**config.mk**
```make
export PLATFORM = sky130hd
export DESIGN_NAME = multi_timer_scheduler
export DESIGN_NICKNAME = d
export VERILOG_FILES = /design/src/sv/mts_pkg.sv /design/src/sv/multi_timer_scheduler.sv /design/src/sv/mts_ram.sv
export SDC_FILE = /design/constraint.sdc
export NUM_CORES = 2
export LEC_CHECK = 0
export CAP_MARGIN = 20
export CORE_AREA = 5 5 577 408
export CTS_CLUSTER_SIZE = 20
export DETAILED_ROUTE_END_ITERATION = 6
export DIE_AREA = 0 0 582 413
export DONT_BUFFER_PORTS = 1
export HOLD_SLACK_MARGIN = 0.06
export PLACE_DENSITY = 0.78
export SLEW_MARGIN = 0
export SYNTH_ARGS = -nofsm -noshare
export SYNTH_HDL_FRONTEND = slang
export SYNTH_SLANG_ARGS = --single-unit
```
**constraint.sdc**
```tcl
create_clock -name clk -period 15.8 [get_ports clk]
set_input_delay 4.74 -clock clk [delete_from_list [all_inputs] [get_ports clk]]
set_output_delay 4.74 -clock clk [all_outputs]
set_load 0.02 [all_outputs]
```
**src/sv/mts_pkg.sv**
```systemverilog
// package for the multi-timer scheduler: action codes, period kinds, config defaults and indices, states
// no dependencies
package mts_pkg;
    localparam logic [2:0] ACT_TICK    = 3'd0;
    localparam logic [2:0] ACT_ADD     = 3'd1;
    localparam logic [2:0] ACT_CANCEL  = 3'd2;
    localparam logic [2:0] ACT_RESTART = 3'd3;
    localparam logic [2:0] ACT_REMOVE  = 3'd4;

    localparam logic [1:0] KIND_CUSTOM = 2'd0;
    localparam logic [1:0] KIND_DAY    = 2'd1;
    localparam logic [1:0] KIND_WEEK   = 2'd2;

    localparam logic [31:0] TICKS_PER_DAY_RESET = 32'd86400;
    localparam logic [31:0] MAX_WAIT_RESET      = 32'd1000;
    localparam logic [2:0]  DAYS_PER_WEEK       = 3'd7;

    localparam logic CFG_TICKS_PER_DAY = 1'b0;
    localparam logic CFG_MAX_WAIT      = 1'b1;

    typedef enum logic [3:0] {
        ST_IDLE,
        ST_TICK_SCAN,
        ST_TICK_RD,
        ST_TICK_WR,
        ST_SLOT_RD,
        ST_SLOT_WR,
        ST_SCAN,
        ST_OUT
    } state_t;
endpackage

```
**src/sv/multi_timer_scheduler.sv**
```systemverilog
// multi-timer scheduler top level: timer table, action sequencer, deadline scan
// depends on mts_pkg and mts_ram
//
// usage:
//  - input channel (valid/stall) carries one action item: tick, add, cancel,
//    restart or remove, with slot, period_mode, duration and repeat_limit
//  - output channel (valid/stall) returns one result item per action:
//    fired, fired_slot, finished, next_deadline and bad_slot
//  - config port (cfg_we, cfg_index, cfg_data) writes ticks_per_day and max_wait;
//    the user must write them only while the block is idle; the block does not enforce it
//  - trigger times sit in one synchronous ram, per-slot parameters in a second
//    ram; the open and used flags are flip-flops cleared by reset
//  - the earliest-trigger scan reads one slot per cycle
//  - a tick scans for the earliest trigger and, if it fires, reads and writes
//    that slot and rescans; add/cancel/restart/remove read and write the slot
//    and then scan; other codes only scan
//  - one item in work at a time; the next one can be taken in the cycle the result appears
//  - a stalled result waits in the output register with input stall high; a new
//    item is taken at the earliest in the cycle the held result is taken
//  - reset clears the time counter, all flags and sets the config defaults
module multi_timer_scheduler #(
    parameter int SLOT_COUNT = 16,
    parameter int TIME_WIDTH = 48
) (
    input  logic                  clk,
    input  logic                  rst_n,
    input  logic                  cfg_we,
    input  logic                  cfg_index,
    input  logic [31:0]           cfg_data,
    input  logic                  in_valid,
    output logic                  in_stall,
    input  logic [2:0]            action,
    input  logic [3:0]            slot,
    input  logic [1:0]            period_mode,
    input  logic [31:0]           duration,
    input  logic [31:0]           repeat_limit,
    output logic                  out_valid,
    input  logic                  out_stall,
    output logic                  fired,
    output logic [3:0]            fired_slot,
    output logic                  finished,
    output logic [TIME_WIDTH-1:0] next_deadline,
    output logic                  bad_slot
);
    import mts_pkg::*;

    localparam int SW = (SLOT_COUNT > 1) ? $clog2(SLOT_COUNT) : 1;
    localparam int CW = SW + 1;
    localparam int PW = 32 + 32 + 32 + 2; // fire, limit, period, kind
    localparam logic [CW-1:0] SLOT_END = CW'(SLOT_COUNT);
    localparam int CAPW = ((TIME_WIDTH > 32) ? TIME_WIDTH : 32) + 1;
    localparam logic [CAPW-1:0] TIME_TOP = CAPW'({TIME_WIDTH{1'b1}});

    // config registers
    logic [31:0] tpd_reg, mw_reg;

    // state machine and item registers
    state_t state_reg, state_next;
    logic [2:0]  act_reg;
    logic [3:0]  slot_reg;
    logic [1:0]  mode_reg;
    logic [31:0] dur_reg, lim_reg;
    logic [TIME_WIDTH-1:0] now_reg;

    logic [SLOT_COUNT-1:0] used_reg, open_reg;

    // scan state
    logic [CW-1:0] scan_idx_reg;     // address issued
    logic          scan_rv_reg;      // read data valid
    logic [SW-1:0] scan_rslot_reg;   // slot of the read data
    logic          best_v_reg;
    logic [SW-1:0] best_s_reg;
    logic [TIME_WIDTH-1:0] best_t_reg;

    // result registers
    logic ov_reg, f_reg, fin_reg, bad_reg;
    logic [3:0] fs_reg;
    logic [TIME_WIDTH-1:0] nd_reg;

    // ram ports
    logic                  t_we, p_we;
    logic [SW-1:0]         t_waddr, t_raddr, p_addr;
    logic [TIME_WIDTH-1:0] t_wdata, t_rdata;
    logic [PW-1:0]         p_wdata, p_rdata;

    mts_ram #(.WIDTH(TIME_WIDTH), .DEPTH(SLOT_COUNT)) u_trig (
        .clk(clk), .we(t_we), .waddr(t_waddr), .wdata(t_wdata),
        .raddr(t_raddr), .rdata(t_rdata)
    );

    mts_ram #(.WIDTH(PW), .DEPTH(SLOT_COUNT)) u_par (
        .clk(clk), .we(p_we), .waddr(p_addr), .wdata(p_wdata),
        .raddr(p_addr), .rdata(p_rdata)
    );

    // unpacked parameter read
    logic [31:0] rd_fire, rd_lim, rd_per;
    logic [1:0]  rd_kind;
    assign {rd_fire, rd_lim, rd_per, rd_kind} = p_rdata;

    // week period needs a 35-bit product; registered on config write
    logic [34:0] week_reg;

    function automatic logic [34:0] period_f(input logic [1:0] k, input logic [31:0] p,
                                             input logic [31:0] tpd,
                                             input logic [34:0] wk);
        logic [34:0] r;
        begin
            case (k)
                KIND_DAY:  r = {3'b0, tpd};
                KIND_WEEK: r = wk;
                default:   r = {3'b0, p};
            endcase
            return r;
        end
    endfunction

    logic in_ok, slot_ok, hold;
    logic [SW-1:0] s_idx;
    assign in_stall = (state_reg != ST_IDLE) || (ov_reg && out_stall);
    assign in_ok    = in_valid && !in_stall;
    assign slot_ok  = (32'(slot_reg) < 32'(SLOT_COUNT));
    assign s_idx    = SW'(slot_reg);
    assign hold     = ov_reg && out_stall;

    // cap = min(now + max_wait, all ones)
    logic [CAPW-1:0] cap_sum;
    logic [TIME_WIDTH-1:0] cap;
    assign cap_sum = CAPW'(now_reg) + CAPW'(mw_reg);
    assign cap = (cap_sum > TIME_TOP) ? '1 : cap_sum[TIME_WIDTH-1:0];

    // fire decision and new trigger
    logic fire_due, lim_hit;
    logic [TIME_WIDTH-1:0] t_adv, t_arm;
    assign fire_due = best_v_reg && (best_t_reg <= now_reg);
    assign lim_hit  = (rd_lim != 32'd0) && (rd_lim == rd_fire);
    assign t_adv = best_t_reg + TIME_WIDTH'(period_f(rd_kind, rd_per, tpd_reg, week_reg));

    logic [1:0] add_kind;
    assign add_kind = (mode_reg == 2'd3) ? KIND_CUSTOM : mode_reg;

    always_comb
    begin
        state_next = state_reg;
        t_we = 1'b0; p_we = 1'b0;
        t_waddr = s_idx; t_wdata = '0; p_wdata = p_rdata;
        t_raddr = scan_idx_reg[SW-1:0];
        p_addr  = s_idx;
        t_arm   = '0;
        case (state_reg)
            ST_IDLE:
            begin
                if (in_ok)
                begin
                    if (action == ACT_TICK)
                        state_next = ST_TICK_SCAN;
                    else if (action inside {ACT_ADD, ACT_CANCEL, ACT_RESTART, ACT_REMOVE})
                        state_next = ST_SLOT_RD;
                    else
                        state_next = ST_SCAN;
                end
            end
            ST_TICK_SCAN:
            begin
                if (scan_idx_reg == SLOT_END && !scan_rv_reg)
                    state_next = fire_due ? ST_TICK_RD : ST_SCAN;
            end
            ST_TICK_RD:
            begin
                p_addr = best_s_reg;
                state_next = ST_TICK_WR;
            end
            ST_TICK_WR:
            begin
                p_addr = best_s_reg;
                t_waddr = best_s_reg;
                if (!lim_hit)
                begin
                    t_we = 1'b1; p_we = 1'b1;
                    t_wdata = t_adv;
                    p_wdata = {rd_fire + 32'd1, rd_lim, rd_per, rd_kind};
                end
                state_next = ST_SCAN;
            end
            ST_SLOT_RD:
            begin
                state_next = ST_SLOT_WR;
            end
            ST_SLOT_WR:
            begin
                if (slot_ok)
                begin
                    if (act_reg == ACT_ADD && !used_reg[s_idx])
                    begin
                        t_arm = now_reg + TIME_WIDTH'(period_f(add_kind, dur_reg,
                                                               tpd_reg, week_reg));
                        t_we = 1'b1; p_we = 1'b1;
                        t_wdata = t_arm;
                        p_wdata = {32'd1, lim_reg, dur_reg, add_kind};
                    end
                    else if (act_reg == ACT_RESTART && used_reg[s_idx])
                    begin
                        t_arm = now_reg + TIME_WIDTH'(period_f(rd_kind, rd_per,
                                                               tpd_reg, week_reg));
                        t_we = 1'b1; p_we = 1'b1;
                        t_wdata = t_arm;
                        p_wdata = {32'd1, rd_lim, rd_per, rd_kind};
                    end
                end
                state_next = ST_SCAN;
            end
            ST_SCAN:
            begin
                if (scan_idx_reg == SLOT_END && !scan_rv_reg)
                    state_next = ST_OUT;
            end
            ST_OUT:
            begin
                if (!hold)
                    state_next = ST_IDLE;
            end
            default: state_next = ST_IDLE;
        endcase
    end

    logic scanning;
    assign scanning = (state_reg == ST_TICK_SCAN) || (state_reg == ST_SCAN);

    always_ff @(posedge clk or negedge rst_n)
    begin
        if (!rst_n)
        begin
            state_reg <= ST_IDLE;
            tpd_reg <= TICKS_PER_DAY_RESET;
            mw_reg <= MAX_WAIT_RESET;
            week_reg <= 35'(TICKS_PER_DAY_RESET) * 35'(DAYS_PER_WEEK);
            now_reg <= '0;
            used_reg <= '0;
            open_reg <= '0;
            ov_reg <= 1'b0;
            f_reg <= 1'b0;
            fin_reg <= 1'b0;
            bad_reg <= 1'b0;
            fs_reg <= '0;
            nd_reg <= '0;
            scan_idx_reg <= '0;
            scan_rv_reg <= 1'b0;
            scan_rslot_reg <= '0;
            best_v_reg <= 1'b0;
            best_s_reg <= '0;
            best_t_reg <= '0;
        end
        else
        begin
            state_reg <= state_next;
            if (cfg_we)
            begin
                if (cfg_index == CFG_TICKS_PER_DAY)
                begin
                    tpd_reg <= cfg_data;
                    week_reg <= {3'b0, cfg_data} * 35'(DAYS_PER_WEEK);
                end
                else
                    mw_reg <= cfg_data;
            end
            if (ov_reg && !out_stall && state_reg != ST_OUT)
                ov_reg <= 1'b0;

            case (state_reg)
                ST_IDLE:
                begin
                    scan_idx_reg <= '0;
                    scan_rv_reg <= 1'b0;
                    best_v_reg <= 1'b0;
                    if (in_ok)
                    begin
                        f_reg <= 1'b0; fin_reg <= 1'b0; fs_reg <= '0; bad_reg <= 1'b0;
                        if (action == ACT_TICK)
                            now_reg <= now_reg + TIME_WIDTH'(1);
                    end
                end
                ST_TICK_WR:
                begin
                    f_reg <= 1'b1;
                    fs_reg <= 4'(best_s_reg);
                    if (lim_hit)
                    begin
                        open_reg[best_s_reg] <= 1'b0;
                        fin_reg <= 1'b1;
                    end
                end
                ST_SLOT_WR:
                begin
                    if (!slot_ok)
                        bad_reg <= 1'b1;
                    else if (act_reg == ACT_ADD)
                    begin
                        if (used_reg[s_idx])
                            bad_reg <= 1'b1;
                        else
                        begin
                            used_reg[s_idx] <= 1'b1;
                            open_reg[s_idx] <= 1'b1;
                        end
                    end
                    else if (!used_reg[s_idx])
                        bad_reg <= 1'b1;
                    else if (act_reg == ACT_CANCEL)
                        open_reg[s_idx] <= 1'b0;
                    else if (act_reg == ACT_RESTART)
                        open_reg[s_idx] <= 1'b1;
                    else
                    begin
                        used_reg[s_idx] <= 1'b0;
                        open_reg[s_idx] <= 1'b0;
                    end
                end
                ST_OUT:
                begin
                    if (!hold)
                    begin
                        ov_reg <= 1'b1;
                        nd_reg <= (best_v_reg && best_t_reg < cap) ? best_t_reg : cap;
                    end
                end
                default: ;
            endcase

            // shared scan: issue one read per cycle, compare the returned one
            if (scanning)
            begin
                if (scan_idx_reg != SLOT_END)
                    scan_idx_reg <= scan_idx_reg + CW'(1);
                scan_rv_reg <= (scan_idx_reg != SLOT_END);
                scan_rslot_reg <= scan_idx_reg[SW-1:0];
                if (scan_rv_reg && open_reg[scan_rslot_reg] &&
                    (!best_v_reg || t_rdata < best_t_reg))
                begin
                    best_v_reg <= 1'b1;
                    best_s_reg <= scan_rslot_reg;
                    best_t_reg <= t_rdata;
                end
            end
            else if (state_reg != ST_IDLE)
            begin
                scan_idx_reg <= '0;
                scan_rv_reg <= 1'b0;
                if (state_reg != ST_OUT)
                    best_v_reg <= 1'b0;
            end
        end
    end

    always_ff @(posedge clk)
    begin
        if (in_ok)
        begin
            act_reg <= action;
            slot_reg <= slot;
            mode_reg <= period_mode;
            dur_reg <= duration;
            lim_reg <= repeat_limit;
        end
    end

    assign out_valid     = ov_reg;
    assign fired         = f_reg;
    assign fired_slot    = fs_reg;
    assign finished      = fin_reg;
    assign next_deadline = nd_reg;
    assign bad_slot      = bad_reg;
endmodule

```
**src/sv/mts_ram.sv**
```systemverilog
// generic single-port-write, single-read synchronous ram with registered read
// no dependencies
module mts_ram #(
    parameter int WIDTH = 8,
    parameter int DEPTH = 16
) (
    input  logic                     clk,
    input  logic                     we,
    input  logic [$clog2(DEPTH)-1:0] waddr,
    input  logic [WIDTH-1:0]         wdata,
    input  logic [$clog2(DEPTH)-1:0] raddr,
    output logic [WIDTH-1:0]         rdata
);
    logic [WIDTH-1:0] mem [DEPTH];

    always_ff @(posedge clk)
    begin
        if (we)
        begin
            mem[waddr] <= wdata;
        end
        rdata <= mem[raddr];
    end
endmodule

```
; After elaboration in Yosys (flattened, before gate mapping)
; Memory sizes are Yosys's and may differ from the RTL's. A register that Yosys moved wholly into a read port is not among the register bits.
; Cells that the tools add are included.
[classes]
reduce_logical = 45
add_sub_neg = 7
mux = 79
shifts = 0
bitwise = 9
div_mod_pow = 0
n_mul = 1
order_cmp = 9
eq_ne = 35
[op_table]
columns = operator, n
row1 = $mux W98, 3
row2 = $mux W48, 5
row3 = $pmux W98 S2, 1
row4 = $mux W16, 11
row5 = $mux W35, 5
row6 = $add A48 B35 Y48, 3
row7 = $pmux W35 S2, 2
row8 = $lt A48 B48 Y1, 2
row9 = $pmux W48 S2, 1
row10 = $add A48 B32 Y49, 1
row11 = $gt A49 B48 Y1 const B, 1
row12 = $add A48 B1 Y48 const B, 1
row13 = $and A16 B16 Y16, 3
row14 = $le A48 B48 Y1, 1
row15 = $mul A32 B3 Y35 const B, 1
row16 = $add A32 B1 Y32 const B, 1
row17 = $eq A32 B32 Y1, 1
row18 = $mux W4, 8
row19 = $not A16 Y16, 2
row20 = $or A16 B16 Y16, 2
row21 = $pmux W16 S2, 1
row22 = $reduce_bool A32 Y1, 1
row23 = $pmux W4 S7, 1
row24 = $mux W1, 25
row25 = other kinds (37), 102
[word_totals]
mem_count = 2
rom_bits = 0
ff_bits = 375
input_bits = 111
output_inout_bits = 57
ramBits = 2336
word_cells = 211
latchBits = 0
[mem_list]
columns = name, depth, word_bits, rd, rd_clocked_by_memory_dff, write_ports, line_no
row1 = u_par.mem, 16, 98, 1, 1, 1, mts_ram.sv:14  ; logic [WIDTH-1:0] mem [DEPTH];
row2 = u_trig.mem, 16, 48, 1, 1, 1, mts_ram.sv:14

; Logic depth before layout (Yosys ltp)
[logic_depth]
ltp_word = 11
ltp_mapped = 26
depth_no_buf = 23

; By module
; Synthesis repeated with hierarchy kept, for this count alone.
[unflattened]
hier_cells = 7688
hier_area_um2 = 123244.5
[modules_own_cells]
columns = mod, seq_area_each_um2, area_per_inst_um2, cells_each, n_inst
row1 = mts_ram (u_par), 49047.0, 60516.8, 2510, 1
row2 = multi_timer_scheduler, 9721.8, 33036.7, 3936, 1
row3 = mts_ram (u_trig), 24023.0, 29691.0, 1242, 1

; Worst setup path before layout
; No wires, ideal clock.
[synth_path]
kind = reg2reg
startpoint = register slot_reg[0], in the netlist s_idx[0]
endpoint = memory u_par.mem[12][0] in the netlist's numbering, enable pin
stages_incl_launch_ff = 9
n_path_buf = 1
setup_ns = 0.695
required_ns = 15.105
arrival_time_ns = 9.487
period_less_slack_ns = 10.182
path_slack_ns = 5.618
path_cell_list = edfxtp_1 -> buf_2 -> mux4_2 -> mux4_2 -> nor3_4 -> nor3_2 -> nor2_1 -> o21ai_2 -> nor3b_1
[synth_between]
elab_chain_len = 8
elab_cells_between_ends = 11
cone_classes = mux: 8 / reduce/logical: 3
[synth_lines]
columns = item, line_no
row1 = start: declaration, multi_timer_scheduler.sv:60  ; logic [3:0] slot_reg;
row2 = start signal: assignment, multi_timer_scheduler.sv:359  ; slot_reg <= slot;
row3 = $bmux W1 S4, "multi_timer_scheduler.sv:193, multi_timer_scheduler.sv:201"
row4 = $mux W1 (implied by the code), "multi_timer_scheduler.sv:193, multi_timer_scheduler.sv:201"
row5 = $logic_and A1 B1 Y1 / $logic_not A1 Y1 (equally long branches), n/a
row6 = $mux W1 / $logic_and A1 B1 Y1 (equally long branches), "multi_timer_scheduler.sv:201, multi_timer_scheduler.sv:193"
row7 = $mux W1, multi_timer_scheduler.sv:193  ; if (act_reg == ACT_ADD && !used_reg[s_idx])
row8 = $pmux W1 S2, multi_timer_scheduler.sv:150  ; case (state_reg)
row9 = $mux W1, mts_ram.sv:18  ; if (we)
row10 = $mux W1 (implied by the code), mts_ram.sv:20  ; mem[waddr] <= wdata;
row11 = end: declaration, mts_ram.sv:14
; Several ways; a longest one is shown, not always the timed one. The select of a mux whose other input is x is not followed.

; Worst setup path after layout
[layout_path]
startpoint = input port out_stall
endpoint = output port in_stall
[layout_between]
elab_chain_len = 2
[layout_lines]
columns = item, line_no
row1 = start: declaration, multi_timer_scheduler.sv:38  ; input logic out_stall,
row2 = $logic_and A1 B1 Y1, multi_timer_scheduler.sv:120  ; assign in_stall = (state_reg != ST_IDLE) || (ov_reg && out_stall);
row3 = $logic_or A1 B1 Y1, multi_timer_scheduler.sv:120
row4 = end: declaration, multi_timer_scheduler.sv:31  ; output logic in_stall,
; Every way passes these cells.

==> results.yml <==
status:
  outcome: "finished with violations"
  violations: "slew limit"
clock_tree:
  cts_max_level: 5
  path_clk_slew_ns: 0.06
  post_cts_buffers: 0
  cts_hold_buf: 0
  postCtsResizedCells: 0
  insertion_delay_ns: 0.88
  clockBufferDepth: 4
  cts_tree: "done"
  clock-sinks: 2855
  cts-root-buf: "clkbuf_16"
  cts_buffers: 276
run:
  cap_violations: 0
cells_and_area:
  final_nets: 9078
  top_register: "u_par.mem"
  drive_gt1_share_pct: 11.9
  final_cells: 11900
  largest_register_ffs: 1568
  syn2layout_area_growth_pct: 11.0
  fin_area_um2: 136000
  fillers: 16400
  reg_top3: "u_par.mem: 1568 flops, u_trig.mem: 768 flops, u_par.rdata: 98 flops"
power_and_ir_drop:
  power.density_nw_per_um2: 163
  p_int_uw: 15000
  seq_power_share_pct: 45.7
  power.leakage_uw: 0.0470
  p_sw_uw: 7240
  pwr-share-clk_pct: 30.2
  irDropWorstVdd_mv: 0.120
  sw_frac_of_total_pct: 32.6
  p_comb_share_pct: 24.1
grt:
  grt_pass1_vias: 78900
  grt_overflow: 0
  grt_start_max_net_pins: 301
  grt.total_usage_pct: 30.1
  grt_first_pass_wirelength_um: 536000
  antenna_found_initial: 20
yosys:
  synth_flop_cell: "edfxtp_1"
  synthTopCellsByCount: "edfxtp_1 (2,409), a22oi_1 (868), nand2_1 (756), a21oi_1 (649), clkbuf_1 (438)"
  synth_area_leader_cell: "edfxtp_1"
  synth_edf_count: 2409
  synthMostInstantiatedCell: "edfxtp_1"
  synthTopCellsByArea: "edfxtp_1 (59%), dfrtp_1 (5.7%), a22oi_1 (5.3%)"
  seq_area_frac_synth_pct: 67.4
  syn-num-nets: 9080
  synth-async-reset-ratio_pct: 10.5
  syn_area_um2: 123000
  syn_avg_cell_area_um2: 14.3
  ys_ff_latch: 2855
  synth_cell_type_count: 91
  ys_warn_count: 0
  synth_cells: 8611
  yosysTopAreaCellShare_pct: 58.9
place:
  place_area_um2: 127000
  place_inst: 11400
  portBuffers: 0
  globalplace.congestion: 0.967
  dp_hpwl_um: 216000
timing:
  post-route-period-util_pct: 63.4
  fin_skew_ns: 0.0827
  setup_viol: 0
  rsz0062_at_grt: "false"
  drv_slew: 109
  hold_violations: 0
  worst_pin_slew_ns: 1.93
  fin_crit_ns: 10.01
  hold_slack_ns: 0.475
  fin_setup_tns_ns: 0
  fmax_ghz: 0.0999
  relSlewSlack_pct: -28.9
setup_path:
  worstSetupPathType: "input pin to primary output"
  max_stage_delay_ns: 0.33
  crit_path_top_delay_cell: "a2111oi_4"
  path_cells: "a2111oi_4, inv_1"
  start_kind: "input pin"
  cp_num_buf_inv: 1
  crit_family: "compound AO/OA/AOI/OAI gates"
  cp_max_fo: 3
  setup.worst_path.end_class: "primary output"
  critPathRequiredTime_ns: 11.06
  crit_arrival_ns: 5.27
floorplanning:
  start_util_pct: 53.4
  die_x_um: 582
  coreArea_um2: 230000
  io_pins: 168
  num_rows: 148
  die_area_um2: 240000
  die_y_um: 413
route:
  avgViaCountPerCell: 6.89
  drc_errors: 0
  detail-route-antenna-nets: 0
  via_count: 82200
  first_pass_iters: 6
  wire_per_inst_um: 31.2
  drtIter0Drc: 13500
  routed_wl_um: 372000
hold_path:
  holdCritPathClass: "flip-flop to flip-flop"
[worst min-delay path: stages (launching register included)]
cell and delay, ns:
dfstp_2 0.38, nand2_1 0.05, nand2_1 0.05
[per-stage QoR]
| stage | power [uW] | utilization (%) | setup slack (ns) |
|---|---|---|---|
| final | 22200 | 59.2 | 5.79 |
| after global routing | 23000 | 59.2 | 5.77 |
| after global placement | 15100 | 55.1 | 5.82 |
| after CTS | 22000 | 59.0 | 5.79 |
| after detailed placement | 15300 | 55.1 | 5.82 |
| after floorplan | 13300 | - | 5.62 |
[power groups by stage]
stage,combinational [uW],clock (uW),sequential (uW)
finish,5340,6720,10200
global route,5710,7090,10200
CTS,5150,6750,10100
detailed placement,5090,0,10300
global placement,4880,0,10200
floorplan,3470,0,9870
[cells in the final DEF, fill, tap and decap left out, types with 30 or more instances in the layout]
cell,n
nor2b_1,37
nor4_1,41
o211ai_1,42
nor2_1,235
and3_1,33
nor2_4,30
mux4_2,250
mux2_2,54
clkinv_2,39
clkbuf_1,69
xor2_1,88
dfxtp_1,146
or4_1,102
nand2b_1,39
clkbuf_16,285
inv_1,149
o311ai_0,69
nand3_1,128
a31oi_1,99
nand2_1,753
a21o_1,143
clkbuf_8,31
buf_4,190
o21ai_0,351
xnor2_1,147
nor3_1,73
nand4_1,117
ha_1,320
a22oi_1,868
a21oi_1,642
dfrtp_1,277
edfxtp_1,2409
a211oi_1,34
fa_1,36
o21a_1,39
[layout make-up]
type / instances / area (um^2) / share of cell area, %
Tap cell: 3075 / 3850 / 2.82
Clock inverter: 113 / 1260 / 0.926
Timing Repair Buffer: 218 / 1900 / 1.40
Antenna cell: 19 / 47.5 / 0.0349
Clock buffer: 385 / 7820 / 5.74
Inverter: 154 / 581 / 0.426
Multi-Input combinational cell: 5104 / 38000 / 27.9
Sequential cell: 2855 / 82800 / 60.8
[per-layer routing]
metal | up-vias | routed length (um) | global-route usage, %
met3 | 870 | 54500 | 9.32
met2 | 6432 | 160000 | 43.5
met5 | - | 79 | 0
met1 | 40900 | 142000 | 43.2
met4 | 12 | 15000 | 11.2
li1 | 34000 | - | -
[path summary, 6_finish.rpt]
kind / start / to / slack [ns] / depth (start not counted)
worst min register to register: tpd_reg[8] / tpd_reg[8] / 0.47 / 2
worst min-delay path: tpd_reg[8] / tpd_reg[8] / 0.47 / 2
worst max-delay path: out_stall / in_stall / 5.79 / 2
max in group asynchronous: rst_n / scan_idx_reg[1] / 10.46 / 0
worst max register to register: now_reg[0] / next_deadline[19] / 8.03 / 21
min in group asynchronous: rst_n / next_deadline[21] / 3.60 / 0
[logic make-up (layout without fill, tap and decap cells)]
group / Yosys count / in the layout / synth area share, %
AND/OR/NAND/NOR: 1694 / 1694 / 6.51
buffers and inverters: 652 / 870 / 2.03
multiplexers: 308 / 308 / 5.11
other: 0 / 19 / 0
adder cells (fa/ha/maj): 358 / 358 / 3.87
AO/OA/AOI/OAI: 2509 / 2509 / 13.4
XOR/XNOR: 235 / 235 / 1.68
flip-flops: 2855 / 2855 / 67.4
(Power assumes the default switching activity.)
